--- src/design/lbs_pkg.sv ---
// Package for the linear blend skinning engine: item types, sequencer states,
// pipeline control structs and sizing constants. No dependencies.
`default_nettype none

package lbs_pkg;

  // default sizing handed to the top level
  localparam int MAX_BONES_DEF  = 64;
  localparam int INFLUENCES_DEF = 4;

  // fixed geometry of the work
  localparam int MAT_WORDS = 12;      // 3x4 affine matrix
  localparam int ROW_WORDS = 4;
  localparam int VEC_ROWS  = 3;
  localparam int BONE_W    = 6;
  localparam int WEIGHT_W  = 16;
  localparam int DEST_W    = 4;

  // fixed-point scale of 1.0 in Q16.16 (w = 1 for the position)
  localparam logic signed [32:0] ONE_Q16 = 33'sd65536;

  // item operation codes
  typedef enum logic {
    OP_LOAD = 1'b0,
    OP_SKIN = 1'b1
  } lbs_opcode_e;

  // sequencer states
  typedef enum logic [2:0] {
    ST_IDLE,
    ST_BLEND,
    ST_BDRAIN,
    ST_XFORM,
    ST_XDRAIN,
    ST_DONE
  } lbs_state_e;

  typedef struct packed {
    logic               operation;
    logic [5:0]         load_bone;
    logic [3:0]         load_element;
    logic signed [31:0] load_value;
    logic [23:0]        bone_ids;
    logic [63:0]        bone_weights;
    logic signed [31:0] pos_x;
    logic signed [31:0] pos_y;
    logic signed [31:0] pos_z;
    logic signed [31:0] norm_x;
    logic signed [31:0] norm_y;
    logic signed [31:0] norm_z;
  } lbs_in_t;

  typedef struct packed {
    logic signed [31:0] out_pos_x;
    logic signed [31:0] out_pos_y;
    logic signed [31:0] out_pos_z;
    logic signed [31:0] out_norm_x;
    logic signed [31:0] out_norm_y;
    logic signed [31:0] out_norm_z;
  } lbs_out_t;

  // control that travels with one product through the mac pipeline
  typedef struct packed {
    logic              valid;
    logic              first;  // clears the accumulator
    logic              last;   // accumulator complete after this term
    logic              blend;  // blend sum (Q.31) vs transform sum (Q.32)
    logic [DEST_W-1:0] dest;   // blend element or result index
  } lbs_op_t;

  // rounded and saturated sum leaving the mac
  typedef struct packed {
    logic               valid;
    logic               blend;
    logic [DEST_W-1:0]  dest;
    logic signed [31:0] value;
  } lbs_res_t;

endpackage

`default_nettype wire

--- src/design/lbs_mac.sv ---
// Shared multiply-accumulate unit of the skinning engine: registered 33x33
// product, 68-bit accumulator, round and saturate to Q16.16. Uses lbs_pkg.
`default_nettype none

module lbs_mac (
  input  wire logic               clk_i,
  input  wire logic               rst_ni,
  input  wire lbs_pkg::lbs_op_t   op_i,
  input  wire logic signed [31:0] a_i,
  input  wire logic signed [32:0] b_i,
  output      lbs_pkg::lbs_res_t  res_o,
  output      logic               busy_o
);
  import lbs_pkg::*;

  localparam int PROD_W = 66;
  localparam int ACC_W  = 68;

  lbs_op_t                   op_p_q;
  lbs_op_t                   op_a_q;
  logic signed [PROD_W-1:0]  prod_q;
  logic signed [ACC_W-1:0]   acc_q;
  logic signed [32:0]        a_ext;
  logic signed [ACC_W-1:0]   rnd;
  logic signed [ACC_W-1:0]   shf;
  logic signed [31:0]        sat;

  assign a_ext = 33'(a_i);

  // control valid bits
  always_ff @(posedge clk_i or negedge rst_ni) begin
    if (!rst_ni) begin
      op_p_q <= '0;
      op_a_q <= '0;
    end else begin
      op_p_q <= op_i;
      op_a_q <= op_p_q;
    end
  end

  // product then accumulate
  always_ff @(posedge clk_i) begin
    if (op_i.valid) begin
      prod_q <= a_ext * b_i;
    end
    if (op_p_q.valid) begin
      acc_q <= (op_p_q.first ? '0 : acc_q) + ACC_W'(prod_q);
    end
  end

  // round half up and saturate to signed 32 bits
  always_comb begin
    rnd = acc_q + (op_a_q.blend ? 68'sd16384 : 68'sd32768);
    shf = op_a_q.blend ? (rnd >>> 15) : (rnd >>> 16);
    if (shf > 68'sd2147483647) begin
      sat = 32'sh7fffffff;
    end else if (shf < -68'sd2147483648) begin
      sat = 32'sh80000000;
    end else begin
      sat = shf[31:0];
    end
  end

  assign res_o.valid = op_a_q.valid && op_a_q.last;
  assign res_o.blend = op_a_q.blend;
  assign res_o.dest  = op_a_q.dest;
  assign res_o.value = sat;
  assign busy_o      = op_p_q.valid || op_a_q.valid;

endmodule

`default_nettype wire

--- config.mk ---
export PLATFORM = sky130hd
export DESIGN_NAME = lbs_mac
export DESIGN_NICKNAME = d
export VERILOG_FILES = /design/src/design/lbs_pkg.sv /design/src/design/lbs_mac.sv
export SDC_FILE = /design/constraint.sdc
export NUM_CORES = 2
export LEC_CHECK = 0
export BUFFER_PORTS_ARGS = -buffer_cell sky130_fd_sc_hd__buf_2
export CORE_ASPECT_RATIO = 1.75
export CORE_MARGIN = 1
export CORE_UTILIZATION = 65
export CTS_CLUSTER_SIZE = 16
export DETAILED_ROUTE_END_ITERATION = 16
export PLACE_DENSITY = 0.92
export SETUP_SLACK_MARGIN = 0.3
export SLEW_MARGIN = 20
export SYNTH_ARGS = -nofsm -noshare
export SYNTH_HDL_FRONTEND = slang
export SYNTH_SLANG_ARGS = --single-unit
--- constraint.sdc ---
create_clock -name clk_i -period 6.7 [get_ports clk_i]
set_input_delay 0.67 -clock clk_i [delete_from_list [all_inputs] [get_ports clk_i]]
set_output_delay 0.67 -clock clk_i [all_outputs]
set_load 0.05 [all_outputs]
==> results of run 1 <==
==> through the flow <==
stage | setup TNS, ps | instance area (um^2) | util, % | std cells
2_1_floorplan | -12580 | 48660 | - | 5086
3_3_place_gp | -39790 | 52860 | 72.63 | 6327
3_5_place_dp | -48980 | 52860 | 72.63 | 6327
4_1_cts | -17020 | 55640 | 76.45 | 6445
==> Yosys cell counts, types with 11 or more instances <==
cell type  instances
a211oi_1          11
a21o_1            83
a21oi_1          166
a31oi_1           19
and2_1           531
and3_1            31
clkbuf_1         234
dfrtp_1           15
edfxtp_1         133
fa_1            1114
ha_1             254
inv_1           1023
nand2_1          614
nand2b_1          25
nand3_1           54
nand4_1           33
nor2_1           113
nor2b_1           87
nor3_1            29
nor4_1            11
o21a_1            14
o21ai_0           80
o21ai_1           25
o21bai_1          28
o31ai_1           12
xnor2_1          115
xor2_1            58
==> timing repair <==
action	4_1_cts
hold buffers	0
pin swaps	205
gates resized for setup	382
hold endpoints to repair	0
setup buffers	75
endpoints found under the setup margin	48
gates cloned	11
==> logic make-up after synthesis <==
logic type / count (synthesis) / share of synthesized area [%]
mux: 14 / 0.3089
fa+ha+maj: 1368 / 53.30
xor+xnor: 173 / 3.170
simple gates: 1572 / 16.83
buf+inv: 1280 / 10.13
compound gates: 531 / 7.112
flops: 148 / 9.140
==> per-layer routing <==
metal | overflow | track usage (%)
met3 | 4 | 52.47
met1 | 6 | 60.76
met5 | 1 | 25.13
met4 | 223 | 66.42
met2 | 400 | 81.89
==> run summary, run 1 <==
During placement, the flow inserted port buffers numbering 113. The flop and latch count out of synthesis came out at 148. The first error in the log reads "[ERROR GRT-0116] Global routing finished with congestion. Check the congestion regions in the DRC Viewer". Averaged over all synthesized cells, the footprint is 9.399 um^2. The number of cells produced by synthesis is 5086. After synthesis, the cell types taking the most area are fa_1 (47%), edfxtp_1 (8.4%), inv_1 (8.0%). The effective utilization at floorplan is 65.68%.

For this run the aggregate overflow at the end of global routing stands at 634. After synthesis, the share of flip-flops with an asynchronous set or reset is 10.14%. TritonCTS created 17 clock buffers. The first-pass GRT wire length came out at 357600 um.

The top-area cell type share of the netlist area came out at 46.65%. For this run, the number of Yosys warnings is 0. The number of flops mapped to enable cells by yosys came out at 133.

After floorplanning, the core was divided into 131 placement rows. The die is 207.0 um wide. Clock tree synthesis found a total of 148 sinks. It got as far as global routing and failed there. The synthesized design spends more area on one cell type than any other, namely fa_1. The via count of the first global-routing pass was 56.06k.

Of the synthesized area, sequential elements account for 9.140%. The number of nets handed over by synthesis was 6529. The detailed placer's ending HPWL came out at 124100 um. The worst setup slack after placement is -1530 ps.

The number of H-tree levels came out at 4. The chip height is 360.7 um. The largest net degree at the start of global routing came out at 82. The final RePlAce weighted congestion is 0.9737. The combined area of all synthesized cells is 47800 um^2. The root cell of the clock tree is clkbuf_16. The flow did not finish. For this run, the total global-route usage over all layers was measured as 65.05%. The worst-case clock buffer depth came out at 2.

Synthesis instantiated 81 different standard cells from the library. 114 I/O pins were placed. The most used flip-flop cell after synthesis is edfxtp_1.
==> run 2, diff against run 1 <==
- CORE_ASPECT_RATIO: 1.75 -> unset
- CORE_UTILIZATION: 65 -> 40
- CTS_CLUSTER_SIZE: 16 -> unset
- PLACE_DENSITY: 0.92 -> unset
- PLACE_DENSITY_LB_ADDON: unset -> 0.15
- SETUP_SLACK_MARGIN: 0.3 -> unset
==> run summary, run 2 <==
The run finished, with violations left. The checks that failed: negative setup slack. The clock arrives with 10.22 ps of skew. The largest registers in the layout are acc_q x68, prod_q x65, op_p_q x8. The initial detailed-routing violation count is 2182. The worst setup path is launched from an input pin. The CTS clock-pin slew for the worst setup and hold paths is 70 ps. The floorplan step defined a core boundary enclosing 118200 um^2. The tool flagged a number of max-cap violations equal to 0. The final RePlAce weighted congestion is 0.8820 (-9.4%). After global routing, the most crowded layer is met2. Global routing used 2.543% of the available met3 tracks.

The top-area cell type share of the netlist area is 46.65% (unchanged). The layout cell share with drive strength beyond 1 is 19.91%. The post-route clock period utilization is 109.5%. The effective utilization at floorplan came out at 40.43% (-25 points). The residual DRC count came out at 0. At the pin with the least slew margin, the transition time is 970.7 ps. The tightest hold margin came out at 117.7 ps. The minimum setup slack in the final design came out at -633.2 ps. The remaining max-slew budget at the tightest pin is 35.28%.

The number of H-tree levels is 4 (unchanged). Cells fill 48.46% of the core in the end. The number of buffers created by CTS is 17 (unchanged). The unique cell type count in the Yosys netlist came out at 81 (unchanged).

The detail-routed net length per standard cell came out at 18.65 um. The number of iterations in the first detailed-routing pass is 5. Setup total negative slack on the finished layout was measured at -12640 ps.

The upper clock frequency limit is 0.1364 GHz. The multiplexer fraction of the synthesized cell area came to 0.3089% (unchanged). The overall die area came out at 120900 um^2. The via count of the first global-routing pass is 38.70k.

The multi-input logic area is 39990 um^2. The fraction of the yosys area taken by sequential cells came to 9.140% (unchanged). The kind of path behind the tightest hold check is input pin to asynchronous set/reset pin. The area growth from synthesis to layout is 19.88%. TritonCTS built the clock tree. fa_1 takes more of the synthesized area than any other cell. The routed wire length is 132200 um. The first-pass GRT wire length came out at 215300 um. The cell row count was 126 (-3.8%). The remaining number of nets flagged by the antenna check after routing is 0. The via count came out at 35.78k. Ranked by instance count, the synthesized netlist is headed by fa_1 (1114), inv_1 (1023), nand2_1 (614). The number of sinks handled by clock tree synthesis is 148 (unchanged). The floorplan die width is 347.7 um (+68%). The number of cells on the worst reg-to-reg path is 14. Sorting the synthesized cells by area gives the leading types as fa_1 (47%), edfxtp_1 (8.4%), inv_1 (8.0%). The post-route minimum period is 7333 ps. The tree is rooted in a clkbuf_16. The final number of setup-violating endpoints is 36. The detailed placer's ending HPWL is 112400 um (-9.4%).

The fraction of the mapped netlist area in compound gates came out at 7.112% (unchanged). The post-synthesis simple-gate area fraction came out at 16.83% (unchanged). STA classifies the critical path endpoint as a register.

The worst setup slack after placement was -1442 ps (+88.04 ps). The setup path with the least slack is of type input pin to register. The number of antenna violations at the first check in global routing is 6. The number of buffers inserted by port buffering is 113 (unchanged).

Setup repair after global routing could not meet its margin everywhere. The chip height came out at 347.7 um (-3.6%). The largest net degree at the start of global routing came out at 80.

The share of the synthesized netlist area taken by xor and xnor gates came out at 3.170% (unchanged). In the layout the commonest cells are fa_1 (1022), inv_1 (966), nand2_1 (587), and2_1 (489), buf_4 (445). The area taken by flip-flops and latches came out at 4373 um^2. The number of flops mapped to enable cells by yosys came out at 133 (unchanged). The mean instance size in the synthesized netlist came out at 9.399 um^2 (unchanged). Among all flip-flop cells after synthesis, the most frequent one is edfxtp_1. Clock latency on the worst-skew pair, taken at its later pin, is 440 ps.

The post-synthesis net count came out at 6529 (unchanged). The number of top-level pins came out at 114 (unchanged). The filler cells instantiated in the layout total 11.20k. The number of nets in the finished design is 6981.

The main combinational cell family by area after synthesis is adder cells. The flop and latch count out of synthesis is 148 (unchanged). The signal arrival time at the worst endpoint is 7530 ps. The number of warning messages in the yosys log is 0 (unchanged). For this run the aggregate overflow at the end of global routing stands at 0. Leaving out fill and tap cells, the most frequent cell in the layout is fa_1. Global routing used 33.82% of the available met1 tracks. The combined area of all synthesized cells came out at 47800 um^2 (unchanged).

The peak fanout along the critical path is 7. The via-per-instance ratio came out at 5.049. The worst-case clock buffer depth was 2 (unchanged). The global router's overall resource usage is 22.57%. The register with the most flip-flops in the layout has 68 of them.

The number of cells produced by synthesis is 5086 (unchanged). The area share of fa/ha/maj cells after synthesis is 53.30% (unchanged). The register ranked first by flip-flop count is acc_q.

The met2 routing resource usage after global routing came out at 35.84%. The data required time at the worst endpoint is 6890 ps. The final hold violation count is 0.

The number of buffers added to fix hold violations after cts came to 0 (unchanged). fa_1 is the most common cell in the netlist. The final-report max-slew violation count is 0.

The share of flip-flops with an asynchronous set or reset after synthesis was 10.14% (unchanged).
==> run 2: cell counts after synthesis <==
No cell type changed its count.
==> run 2: kinds of logic after synthesis <==
family          after synthesis
compound gates              531
xor+xnor                    173
fa+ha+maj                  1368
buf+inv                    1280
flops                       148
mux                          14
simple gates               1572
==> run 2: path summary, 6_finish.rpt <==
path	start	end	slack, ps
max	a_i[11]	prod_q[58]$_DFFE_PP_	-630
min	rst_ni	op_p_q[6]$_DFF_PN0_	120
max reg2reg	op_p_q[6]$_DFF_PN0_	acc_q[66]$_DFFE_PP_	1920
min reg2reg	op_p_q[3]$_DFF_PN0_	res_o[35]$_DFF_PN0_	350
max in group asynchronous	rst_ni	op_p_q[7]$_DFF_PN0_	6300
min in group clk_i	op_i[6]	op_p_q[6]$_DFF_PN0_	330
==> run 2: repair_timing <==
action                     CTS  global route
resized for setup          311           202
pin swaps                  142           170
hold endpoints to repair     0             0
gates cloned                11             0
setup endpoints to repair   44            42
buffers inserted            52            25
==> run 2: critical path, cell delays in order <==
cell and delay, ps:
buf_12 120, buf_12 140, and2_4 160, fa_1 510, inv_2 40, fa_1 480, fa_1 540, fa_1 450
fa_1 580, inv_2 50, fa_1 550, fa_1 430, fa_1 530, ha_4 310, buf_4 140, and3_4 190
nand3_2 90, buf_4 140, buf_4 160, o31ai_4 380, a21oi_2 130, o21a_1 240, o21ai_4 220, a31oi_2 120
xnor2_1 140
==> run 2: area by class of cell <==
cell class	count	area share [%]
multi-input cells	3658	69.79
repair buffers	688	11.36
flip-flops and latches	148	7.631
inverters	1024	6.729
well taps	1536	3.354
clock buffers	19	0.7555
clock inverters	13	0.3581
repair inverters	1	0.01092
diodes	1	0.004367
==> run 2: layer usage <==
layer  vias to the layer above  part of all wire (%)
met5                         -                0.0083
met4                         2                   1.1
met3                        93                   5.2
met2                       882                    45
met1                     18457                    48
li1                      16350                     -
==> run 2: through the flow <==
| step | cells | area [um^2] |
|---|---|---|
| finish | 7088 | 57300 |
| global route | 7087 | 57300 |
| CTS | 7067 | 56530 |
| detailed placement | 6975 | 54040 |
| global placement | 6975 | 54040 |
| floorplan | 5086 | 48580 |
Power of run 2 is not shown: default switching activity piles up to over one toggle a cycle in this logic, so the estimate is an artifact.
